## src/rtl/dhb_pkg.sv

```systemverilog
// Shared types and constants for the dual H-bridge PWM block.
// Used by dhb_ctrl, dhb_dp and dual_hbridge_pwm_with_deadtime; no dependencies.
package dhb_pkg;

	localparam int PWM_BITS        = 8;
	localparam int SPEED_FRAC_BITS = 8;

	localparam logic [15:0] MAX_DUTY_RST  = 16'((((1 << PWM_BITS) - 1) * 15) / 16);
	localparam logic [6:0]  SPEED_MAX_RST = 7'd100;
	localparam logic        ALLOW_REV_RST = 1'b1;
	localparam logic [7:0]  DEADTIME_RST  = 8'd10;

	// Register indexes on the configuration port
	localparam logic [1:0] REG_MAX_DUTY  = 2'd0;
	localparam logic [1:0] REG_SPEED_MAX = 2'd1;
	localparam logic [1:0] REG_ALLOW_REV = 2'd2;
	localparam logic [1:0] REG_DEADTIME  = 2'd3;

	localparam logic OP_DRIVE = 1'b0;
	localparam logic OP_TICK  = 1'b1;

	// Quotient of the speed divider is at most 100, so seven bits
	localparam int          QUO_BITS  = 7;
	localparam logic [2:0]  DIV_FIRST = 3'(QUO_BITS - 1);

	// floor(x / 100) = (x * RECIP) >> RECIP_SHIFT for x below 2^23
	localparam int          RECIP_SHIFT = 30;
	localparam logic [23:0] RECIP       = 24'(((1 << RECIP_SHIFT) + 99) / 100);

	typedef enum logic [1:0] {
		DIR_IDLE = 2'd0,
		DIR_FWD  = 2'd1,
		DIR_REV  = 2'd2
	} dir_t;

	typedef struct packed {
		logic               opcode;
		logic signed [15:0] left_speed;
		logic signed [15:0] right_speed;
	} cmd_t;

	typedef struct packed {
		logic [15:0] left_fwd_duty;
		logic [15:0] left_rev_duty;
		logic [15:0] right_fwd_duty;
		logic [15:0] right_rev_duty;
		logic        left_in_deadtime;
		logic        right_in_deadtime;
	} res_t;

	// Controller to datapath
	typedef struct packed {
		logic       load;
		logic       dinit;
		logic       dstep;
		logic [2:0] shift;
		logic       mul1;
		logic       mul2;
		logic       apply;
		logic       tick;
		logic       emit;
		logic       sel;
	} ctrl_cmd_t;

endpackage

```

## src/rtl/dual_hbridge_pwm_with_deadtime.sv

```systemverilog
// Dual H-bridge PWM drive with reversal deadtime, top level.
// Instantiates dhb_ctrl and dhb_dp; types and constants from dhb_pkg.
//
// Input channel cmd (cmd_valid / cmd_stall) carries a drive transaction (two
// signed Q8.8 speeds) or a tick. Every transaction yields exactly one result on
// res (res_valid / res_stall): the four leg duties and two deadtime flags as
// they stand after that transaction.
// res_valid rises after a drive is accepted, once each bridge in turn has
// taken a load step, a restoring divide by speed_max with a seven-bit
// quotient, two multiply steps (percent times max_duty, then the reciprocal of
// 100) and a state update step; an emit step then writes the output register.
// The divider and multipliers are shared by both bridges. A tick passes a
// tick step and then the emit step.
// One transaction is worked at a time; the next is accepted as soon as the
// result sits in the output register, even if it has not been taken yet.
// If res_stall holds the previous result, the finished result waits in the
// sequencer and cmd stays stalled until the output register frees.
// Configuration writes (cfg_we, cfg_index, cfg_data) are registered; the user
// makes them while no transaction is in flight, as the block does not enforce it.
// Reset restores the register defaults, makes both bridges idle with no
// deadtime pending and empties the output register.
module dual_hbridge_pwm_with_deadtime import dhb_pkg::*; (
	input  logic        clk,
	input  logic        arst_n,
	input  logic        cfg_we,
	input  logic [1:0]  cfg_index,
	input  logic [15:0] cfg_data,
	input  logic        cmd_valid,
	output logic        cmd_stall,
	input  cmd_t        cmd,
	output logic        res_valid,
	input  logic        res_stall,
	output res_t        res
);

	ctrl_cmd_t ctl;

	dhb_ctrl u_ctrl (
		.clk        (clk),
		.arst_n     (arst_n),
		.cmd_valid  (cmd_valid),
		.cmd_opcode (cmd.opcode),
		.cmd_stall  (cmd_stall),
		.res_valid  (res_valid),
		.res_stall  (res_stall),
		.ctl        (ctl)
	);

	dhb_dp u_dp (
		.clk       (clk),
		.arst_n    (arst_n),
		.cfg_we    (cfg_we),
		.cfg_index (cfg_index),
		.cfg_data  (cfg_data),
		.cmd       (cmd),
		.ctl       (ctl),
		.res       (res)
	);

endmodule

```

## src/rtl/dhb_ctrl.sv

```systemverilog
// Sequencer for the dual H-bridge block: accepts a transaction, steps the
// datapath through divide, multiply and state update per bridge. Uses dhb_pkg.
module dhb_ctrl import dhb_pkg::*; (
	input  logic      clk,
	input  logic      arst_n,
	input  logic      cmd_valid,
	input  logic      cmd_opcode,
	output logic      cmd_stall,
	output logic      res_valid,
	input  logic      res_stall,
	output ctrl_cmd_t ctl
);

	typedef enum logic [2:0] {
		S_IDLE,
		S_DINIT,
		S_DIV,
		S_MUL1,
		S_MUL2,
		S_APPLY,
		S_TICK,
		S_EMIT
	} state_t;

	state_t     state_q;
	logic [2:0] cnt_q;
	logic       sel_q;
	logic       out_valid_q;
	logic       accept;
	logic       emit;

	assign accept    = (state_q == S_IDLE) && cmd_valid;
	assign emit      = (state_q == S_EMIT) && (!out_valid_q || !res_stall);
	assign cmd_stall = (state_q != S_IDLE);
	assign res_valid = out_valid_q;

	always_comb begin
		ctl       = '0;
		ctl.load  = accept;
		ctl.dinit = (state_q == S_DINIT);
		ctl.dstep = (state_q == S_DIV);
		ctl.shift = cnt_q;
		ctl.mul1  = (state_q == S_MUL1);
		ctl.mul2  = (state_q == S_MUL2);
		ctl.apply = (state_q == S_APPLY);
		ctl.tick  = (state_q == S_TICK);
		ctl.emit  = emit;
		ctl.sel   = sel_q;
	end

	always_ff @(posedge clk or negedge arst_n) begin
		if (!arst_n) begin
			state_q     <= S_IDLE;
			cnt_q       <= '0;
			sel_q       <= 1'b0;
			out_valid_q <= 1'b0;
		end else begin
			if (emit)
				out_valid_q <= 1'b1;
			else if (res_valid && !res_stall)
				out_valid_q <= 1'b0;
			case (state_q)
				S_IDLE: begin
					if (cmd_valid) begin
						sel_q   <= 1'b0;
						state_q <= (cmd_opcode == OP_TICK) ? S_TICK : S_DINIT;
					end
				end
				S_DINIT: begin
					cnt_q   <= DIV_FIRST;
					state_q <= S_DIV;
				end
				S_DIV: begin
					if (cnt_q == '0)
						state_q <= S_MUL1;
					else
						cnt_q <= cnt_q - 3'd1;
				end
				S_MUL1:  state_q <= S_MUL2;
				S_MUL2:  state_q <= S_APPLY;
				S_APPLY: begin
					// advance to the right bridge, then publish
					if (!sel_q) begin
						sel_q   <= 1'b1;
						state_q <= S_DINIT;
					end else begin
						state_q <= S_EMIT;
					end
				end
				S_TICK:  state_q <= S_EMIT;
				S_EMIT: begin
					if (emit)
						state_q <= S_IDLE;
				end
				default: state_q <= S_IDLE;
			endcase
		end
	end

	a_busy_after_accept: assert property (@(posedge clk) disable iff (!arst_n)
		accept |=> (state_q != S_IDLE))
		else $error("controller idle right after accepting a transaction");

	a_emit_waits: assert property (@(posedge clk) disable iff (!arst_n)
		(state_q == S_EMIT && out_valid_q && res_stall) |=> (state_q == S_EMIT))
		else $error("result published over an untaken one");

	a_emit_sets_valid: assert property (@(posedge clk) disable iff (!arst_n)
		emit |=> out_valid_q)
		else $error("result valid not raised after emit");

	a_div_count: assert property (@(posedge clk) disable iff (!arst_n)
		(state_q == S_DIV) |-> (cnt_q <= DIV_FIRST))
		else $error("divider step count out of range");

endmodule

```

## src/rtl/dhb_dp.sv

```systemverilog
// Datapath for the dual H-bridge block: configuration registers, bridge state,
// shared speed divider, duty multiplier and result register. Uses dhb_pkg.
module dhb_dp import dhb_pkg::*; (
	input  logic        clk,
	input  logic        arst_n,
	input  logic        cfg_we,
	input  logic [1:0]  cfg_index,
	input  logic [15:0] cfg_data,
	input  cmd_t        cmd,
	input  ctrl_cmd_t   ctl,
	output res_t        res
);

	logic [15:0] max_duty_q;
	logic [6:0]  speed_max_q;
	logic        allow_rev_q;
	logic [7:0]  deadtime_q;

	logic signed [15:0] spd_q [2];
	dir_t               dir_q [2];
	logic [15:0]        pend_q [2];
	logic [7:0]         dead_q [2];

	logic [13:0]         rem_q;
	logic [QUO_BITS-1:0] quo_q;
	logic [22:0]         prod1_q;
	logic [46:0]         prod2_q;
	res_t                res_q;

	logic [15:0]        mag;
	logic               below_half;
	dir_t               ndir;
	logic [13:0]        dividend;
	logic [13:0]        trial;
	logic [15:0]        duty;

	// Clamp, reverse gate and magnitude for the selected bridge
	always_comb begin
		logic signed [16:0] s;
		logic signed [16:0] lim;
		logic [21:0]        mag100;
		s   = 17'(spd_q[ctl.sel]);
		lim = signed'(17'(speed_max_q) << SPEED_FRAC_BITS);
		if (s > lim)
			s = lim;
		if (s < -lim)
			s = -lim;
		if (!allow_rev_q && s < 0)
			s = '0;
		mag        = (s < 0) ? 16'(-s) : 16'(s);
		below_half = (mag < 16'(1 << (SPEED_FRAC_BITS - 1)));
		ndir       = (s > 0) ? DIR_FWD : DIR_REV;
		mag100     = 22'(mag) * 22'd100;
		dividend   = 14'(mag100 >> SPEED_FRAC_BITS);
	end

	assign trial = 14'(speed_max_q) << ctl.shift;
	assign duty  = prod2_q[RECIP_SHIFT +: 16];

	always_ff @(posedge clk or negedge arst_n) begin
		if (!arst_n) begin
			max_duty_q  <= MAX_DUTY_RST;
			speed_max_q <= SPEED_MAX_RST;
			allow_rev_q <= ALLOW_REV_RST;
			deadtime_q  <= DEADTIME_RST;
			for (int b = 0; b < 2; b++) begin
				dir_q[b]  <= DIR_IDLE;
				pend_q[b] <= '0;
				dead_q[b] <= '0;
			end
		end else begin
			if (cfg_we) begin
				case (cfg_index)
					REG_MAX_DUTY:  max_duty_q  <= cfg_data;
					REG_SPEED_MAX: speed_max_q <= cfg_data[6:0];
					REG_ALLOW_REV: allow_rev_q <= cfg_data[0];
					REG_DEADTIME:  deadtime_q  <= cfg_data[7:0];
					default: ;
				endcase
			end
			if (ctl.tick) begin
				for (int b = 0; b < 2; b++) begin
					if (dead_q[b] != '0)
						dead_q[b] <= dead_q[b] - 8'd1;
				end
			end
			if (ctl.apply) begin
				if (below_half) begin
					dir_q[ctl.sel]  <= DIR_IDLE;
					pend_q[ctl.sel] <= '0;
					dead_q[ctl.sel] <= '0;
				end else begin
					dir_q[ctl.sel]  <= ndir;
					pend_q[ctl.sel] <= duty;
					// a flip away from a driven direction restarts the deadtime
					if (ndir != dir_q[ctl.sel] && dir_q[ctl.sel] != DIR_IDLE)
						dead_q[ctl.sel] <= deadtime_q;
				end
			end
		end
	end

	// Restoring divide of the scaled magnitude by speed_max, one bit a cycle
	always_ff @(posedge clk) begin
		if (ctl.load) begin
			spd_q[0] <= cmd.left_speed;
			spd_q[1] <= cmd.right_speed;
		end
		if (ctl.dinit) begin
			rem_q <= dividend;
			quo_q <= '0;
		end else if (ctl.dstep) begin
			if (rem_q >= trial) begin
				rem_q            <= rem_q - trial;
				quo_q[ctl.shift] <= 1'b1;
			end
		end
		if (ctl.mul1)
			prod1_q <= 23'(quo_q) * 23'(max_duty_q);
		if (ctl.mul2)
			prod2_q <= 47'(prod1_q) * 47'(RECIP);
		if (ctl.emit) begin
			res_q.left_fwd_duty     <= (dir_q[0] == DIR_FWD && dead_q[0] == '0) ? pend_q[0] : '0;
			res_q.left_rev_duty     <= (dir_q[0] == DIR_REV && dead_q[0] == '0) ? pend_q[0] : '0;
			res_q.right_fwd_duty    <= (dir_q[1] == DIR_FWD && dead_q[1] == '0) ? pend_q[1] : '0;
			res_q.right_rev_duty    <= (dir_q[1] == DIR_REV && dead_q[1] == '0) ? pend_q[1] : '0;
			res_q.left_in_deadtime  <= (dead_q[0] != '0);
			res_q.right_in_deadtime <= (dead_q[1] != '0);
		end
	end

	assign res = res_q;

endmodule
```

## config.mk

```make
export PLATFORM = sky130hd
export DESIGN_NAME = dual_hbridge_pwm_with_deadtime
export DESIGN_NICKNAME = d
export VERILOG_FILES = /design/src/rtl/dhb_pkg.sv /design/src/rtl/dual_hbridge_pwm_with_deadtime.sv /design/src/rtl/dhb_ctrl.sv /design/src/rtl/dhb_dp.sv
export SDC_FILE = /design/constraint.sdc
export NUM_CORES = 1
export LEC_CHECK = 0
export BUFFER_PORTS_ARGS = -buffer_cell sky130_fd_sc_hd__buf_4
export CAP_MARGIN = 0
export CORE_UTILIZATION = 53
export DETAILED_ROUTE_END_ITERATION = 7
export PLACE_DENSITY = 0.7
export SLEW_MARGIN = 15
export SYNTH_ARGS = -nofsm -noshare
export SYNTH_HDL_FRONTEND = slang
export SYNTH_SLANG_ARGS = --single-unit
```

## constraint.sdc

```tcl
create_clock -name clk -period 23.4 [get_ports clk]
set_input_delay 0 -clock clk [delete_from_list [all_inputs] [get_ports clk]]
set_output_delay 0 -clock clk [all_outputs]
set_load 0.03 [all_outputs]
```

Word-level counts from Yosys, hierarchy flattened
Memories as Yosys holds them, arrays and structs flattened. Cells that the tools add are included.

Shifts and indexed selects: 1. $lt $le $gt $ge: 11. Equality and inequality tests: 19. Multiplexer cells: 44. Reduce and logical (&&, ||, !) cells: 37. Div/mod/pow operators: 0. Multiply operators: 3. $add $sub $neg: 6. Bitwise gates (word level): 8.

Operator list (count): two-way mux 16 bit (6); two-way mux 17 bit (3); multiplier 23 x 24 -> 46 bit, second input constant (1); two-way mux 14 bit (3); less-than comparator 17 x 1 -> 1 bit, second input constant (2); AND 32 bit (1); bitwise mux 32 bit (1); two-way mux 32 bit (1); NOT 32 bit (1); two-way mux 8 bit (3); one-hot mux 3 bit (8 select lines) (1); multiplier 7 x 16 -> 23 bit (1); multiplier 16 x 5 -> 20 bit, second input constant (1); two-way mux 3 bit (6); > comparator 17 x 1 -> 1 bit, second input constant (1); less-than comparator 17 bit (1); negation 15 -> 17 bit (1); AND 16 bit (1); bitwise mux 16 bit (1); demux 16 bit (select 1 bit) (1); > comparator 16 bit (1); logical NOT 8 bit (2); less-than comparator 16 x 8 -> 1 bit, second input constant (1); negation 16 bit (1); other kinds (41) (87).

Latch bits: 0. RAM bits: 32. Input bits: 56. Bits in read-only memories: 0. Flip-flop bits (word level): 248. Word-level logic and storage cells: 154. Memories: 1.

Memory list: u_dp.spd_q (words 2, width 16, read ports 1, clocked after Yosys merged registers in 0, write ports 2, RTL line dhb_dp.sv:19) `logic signed [15:0] spd_q [2];`.

Longest topological paths before layout
An unclocked memory read counts as a cell.

Word-level depth: 15. Gate-level depth with buffers: 42. Mapped depth without buffers: 39.

Hierarchy
A second synthesis with hierarchy kept.

Cell total of the unflattened synthesis: 2400. Area total of the unflattened synthesis: 25278.0 sq um.

By module, submodules not included: dhb_dp (area each 24733.7 sq um, cells an instance 2337, times used 1, sequential area each 6792.8 sq um); dhb_ctrl (area each 544.3 sq um, cells an instance 63, times used 1, sequential area each 200.2 sq um).

Worst setup path after synthesis
No wires, ideal clock.

Path kind: reg2reg. From: register u_ctrl.sel_q. To: register u_dp.rem_q[13], data pin. Period minus slack after synthesis: 8.283 ns. Path slack: 15.117 ns. Required time: 23.144 ns. Stages on the path, launching flop included: 40. Library setup time: 0.256 ns. Data arrival time: 8.028 ns. Cells stage by stage: dfrtp_1 > buf_6 > buf_4 > mux2_2 > ha_1 > nand3_1 > nor2_1 > nand4_1 > nand3_1 > clkbuf_1 > mux2i_1 > inv_1 > ha_1 > nor3_1 > a22oi_1 > a211oi_1 > and4_2 > o31ai_1 > [4 not listed] > ha_1 > inv_1 > nand2_1 > mux2_2 > o22ai_1 > ha_1 > ha_1 > ha_1 > ha_1 > and3_1 > nand4_1 > o21ai_0 > o2111ai_1 > a32oi_1 > a31oi_1 > a2111oi_1 > o21ai_0 > a31o_2.

Cells in the longest elaborated chain, start to end: 12. Elaborated cells on any way between the ends: 13.

RTL lines: start, declared (RTL line dhb_ctrl.sv:27) `logic sel_q;`; start signal, assigned (RTL line dhb_ctrl.sv:55) `sel_q <= 1'b0;`; start signal, assigned (RTL line dhb_ctrl.sv:65) `sel_q <= 1'b0;`; start signal, assigned (RTL line dhb_ctrl.sv:84) `sel_q <= 1'b1;`; memory (2 x 16 bit) (*); > comparator 16 bit (RTL line dhb_dp.sv:44) `if (s > lim)`; two-way mux 17 bit (*) (RTL line dhb_dp.sv:44); less-than comparator 17 bit (RTL line dhb_dp.sv:46) `if (s < -lim)`; two-way mux 17 bit (*) (RTL line dhb_dp.sv:46); less-than comparator 17 x 1 -> 1 bit (RTL line dhb_dp.sv:48) `if (!allow_rev_q && s < 0)`; logical AND 1 bit (RTL line dhb_dp.sv:48); two-way mux 17 bit (*) (RTL line dhb_dp.sv:48); negation 16 bit / less-than comparator 17 x 1 -> 1 bit (equally long branches) (RTL line dhb_dp.sv:50) `mag = (s < 0) ? 16'(-s) : 16'(s);`; two-way mux 16 bit (*) (RTL line dhb_dp.sv:50); multiplier 16 x 5 -> 20 bit (*) (RTL line dhb_dp.sv:53) `mag100 = 22'(mag) * 22'd100;`; two-way mux 14 bit (*) (RTL line dhb_dp.sv:109) `if (ctl.dinit) begin`; end signal, assigned (RTL line dhb_dp.sv:110) `rem_q <= dividend;`; end signal, assigned (RTL line dhb_dp.sv:114) `rem_q <= rem_q - trial;`; end, declared (RTL line dhb_dp.sv:24) `logic [13:0] rem_q;`.

Every way passes the cells marked *; elsewhere a longest branch is shown, timed or not. A chain may end at the register's enable or synchronous reset.

Worst setup path in the final report
Ends and elaborated chain as after synthesis.

==> key figures <==
Status
  • Status: complete, but fails checks
  • Failing checks: DRC

Final layout
  • Area Overhead vs Synth: 12.4%
  • Finished Layout Cells: 3,189
  • ANT cells: 0
  • Final nets: 3,257
  • Layout cells sized above 1: between 10% and 20%

Synth
  • Synth async-reset ratio: 36.8%
  • Syn Area/Cell: around 11 um2
  • Synthesized instance count: 2,389
  • Post-Syn Nets: 3,085
  • YS warnings: 0
  • Synth Flop Type: edfxtp_1
  • Synthesis-stage register bit count: 250
  • Syn Std Cell Area: 0.0252 mm2
  • Register area share after synthesis: 27.8%
  • EDFF count, synth: 151
  • Cell variety after synth: 86

Floorplanning
  • Number of top-level pins: about 120
  • Rows: 79
  • Initial Utilization: 53.9%
  • Total die area: 0.0484 mm2
  • Core ar.: 0.0467 mm2
  • Die Y: 220 um
  • Die W: 220 um

STA
  • Min Hold Slack: between 0.15 and 0.2 ns
  • Worst Tran Pin Value: 1.08 ns
  • Slew HR: 27.9%
  • Setup Skew: 0.0133 ns
  • Slew Limit Fails: 0
  • Tcrit/Tclk final: 46.1%
  • RSZ-0062 raised after global routing: no
  • # setup viols final: 0
  • Min Tclk post-route: 10.79 ns
  • Peak Freq: 92.7 MHz
  • Setup TNS: 0 ns
  • Final Hold Vio Count: 0

Clock network
  • Max clock buf depth: 3
  • Clk pin slew, worst setup/hold paths: approximately 0.06 ns
  • Postcts setup bufs: 0
  • Skew-Pair Late Insertion Delay: 0.57 ns
  • CTS resizes: 0
  • CTS Sinks: 250
  • Hold buffers post-CTS: 58
  • CTS root buffer: clkbuf_16
  • Cts bufs inserted: 27
  • H-tree levels: 1
  • CTS tree: built

Critical path
  • Cell mode on critical path: ha_1
  • Worst path required time: 23.72 ns
  • Startpoint class of the critical path: flop
  • CP Capture Type: flop
  • CP max FO: 28
  • Highest cell delay on the worst timing path: 1.05 ns
  • Slowest CP cell: dfrtp_1
  • CP arrival: 11.11 ns
  • Crit Path Class: reg2reg

Global route
  • Vias in the first global route: 18.1k
  • Initial antenna violation count: 0
  • GRT overflow: 0
  • Largest net degree at the start of global routing: 67
  • Gr usage total: 24.9%
  • First-pass GRT wire length: 94.4 mm

Place
  • Placed insts: about 3.1k
  • HPWL Detailed: 46.9 mm
  • Port Buf Inserts: between 100 and 150
  • Routability cong.: approximately 0.92

Detailed routing
  • DR DRC count: 12
  • DR iter-0 viols: 1,102
  • Via/cell ratio: 5.51
  • Drt wl/cell: 17.9 um
  • Vias: 17.6k
  • Routed Antenna Nets: 0
  • Final wirelength: 57.2 mm
  • Router iterations before antenna repair: 7

Job
  • Max-Cap Viols: 0

Worst hold path
  • Hold crit path type: in2reg
==> layer usage <==
| layer | global-route usage (%) | share of wire [%] |
|---|---|---|
| met1 | 34.4 | 45 |
| met2 | 41.8 | 48 |
| met3 | 2.90 | 4.5 |
| met4 | 6.16 | 2.4 |
| met5 | 0 | 0 |
==> area by class of cell <==
cell class	instances	area [um2]
clock buffer	32	704
tap	607	759
inverter	407	1530
fill	3850	18400
timing repair buffer	194	1610
sequential	250	6990
clock inverter	18	235
multi-input combinational	1681	16400
==> cell usage in the layout (no fill, tap or decap), types with 57 or more instances in the layout <==
master,netlist,layout
buf_4,4,136
inv_1,402,402
ha_1,365,365
dfrtp_1,79,79
and2_1,104,104
a21oi_1,69,68
dlygate4sd3_1,0,57
nor2_1,86,84
o21ai_0,86,86
nand2_1,223,223
edfxtp_1,151,151
fa_1,275,275
==> synth_stat cells (5+ instances only) <==
library cell	number	area (um2)
o21a_1	12	90.1
xor2_1	24	210
nand3_1	33	165
and2_1	104	651
mux2i_1	23	230
fa_1	275	5510
dfstp_2	13	342
xnor2_1	50	438
nand4_1	11	68.8
dfxtp_1	7	140
ha_1	365	4570
nor3b_1	8	60.1
nand2_1	223	837
a22o_1	5	43.8
o2111ai_1	5	43.8
mux2_2	48	541
o21ai_0	86	430
nand2b_1	5	31.3
a21o_1	13	97.6
a21oi_1	69	345
o21bai_1	5	37.5
nor3_1	41	205
nor2_1	86	323
or2_2	6	37.5
a21boi_0	6	45.0
and3_1	8	50.1
a31oi_1	13	81.3
nor2b_1	13	81.3
a211oi_1	13	97.6
nor4_1	8	50.1
or3_1	15	93.8
edfxtp_1	151	4530
clkbuf_1	41	154
o31ai_1	16	120
o2bb2ai_1	13	114
dfrtp_1	79	1980
o211ai_1	8	60.1
inv_1	402	1510
==> cell families (layout without fill, tap and decap cells) <==
group / after synthesis / after routing / synth area share (%)
adder cells (fa/ha/maj): 640 / 640 / 40.0
AND/OR/NAND/NOR: 576 / 576 / 11.1
buffers and inverters: 458 / 651 / 6.96
AO/OA/AOI/OAI: 318 / 318 / 8.34
flip-flops: 250 / 250 / 27.8
XOR/XNOR: 74 / 74 / 2.58
multiplexers: 73 / 73 / 3.21
==> through the flow <==
stage	setup slack, ns	cell area, um2	utilization, %
after floorplan	15.12	25200	-
after global placement	13.25	26700	57.3
after detailed placement	12.93	26700	57.3
after CTS	12.86	28300	60.6
after global routing	11.92	28300	60.6
final	12.61	28300	60.6
==> critical path, delay by kind of cell, from the launching register on <==
family                   cells  cell delay (ns)
multiplexers                 3             1.19
buffers and inverters        2             0.30
flip-flops                   1             1.05
AO/OA/AOI/OAI               13             3.77
adder cells (fa/ha/maj)      7             2.00
AND/OR/NAND/NOR             10             2.21
==> worst paths after layout <==
path	cells after the start	slack, ns	to	start
setup / recovery	35	12.61	u_dp.rem_q[13]	u_ctrl.sel_q
hold / removal	2	0.15	u_dp.spd_q[1][10]	cmd[10]
setup reg to reg	35	12.61	u_dp.rem_q[13]	u_ctrl.sel_q
hold reg to reg	2	0.49	u_dp.pend_q[28]	u_dp.pend_q[28]
max in group asynchronous	4	22.12	u_dp.max_duty_q[13]	arst_n
min in group asynchronous	4	0.54	u_dp.pend_q[11]	arst_n
==> registers in the layout, summed over array words and instances (netlist names) <==
register / cells
u_dp.res: 66
u_dp.pend_q: 32
u_dp.spd_q: 32
u_dp.prod1_q: 23
u_dp.dead_q: 16
u_dp.max_duty_q: 16
u_dp.prod2_q: 16
u_dp.rem_q: 14
u_dp.deadtime_q: 8
u_dp.quo_q: 7
u_dp.speed_max_q: 7
u_dp.dir_q: 4
u_ctrl.cnt_q: 3
u_ctrl.state_q: 3
u_ctrl.res_valid: 1
u_ctrl.sel_q: 1
u_dp.allow_rev_q: 1
Power is left out: the tool's default activity adds up to more than one toggle a clock period on the data nets, which glitch-free logic cannot reach.
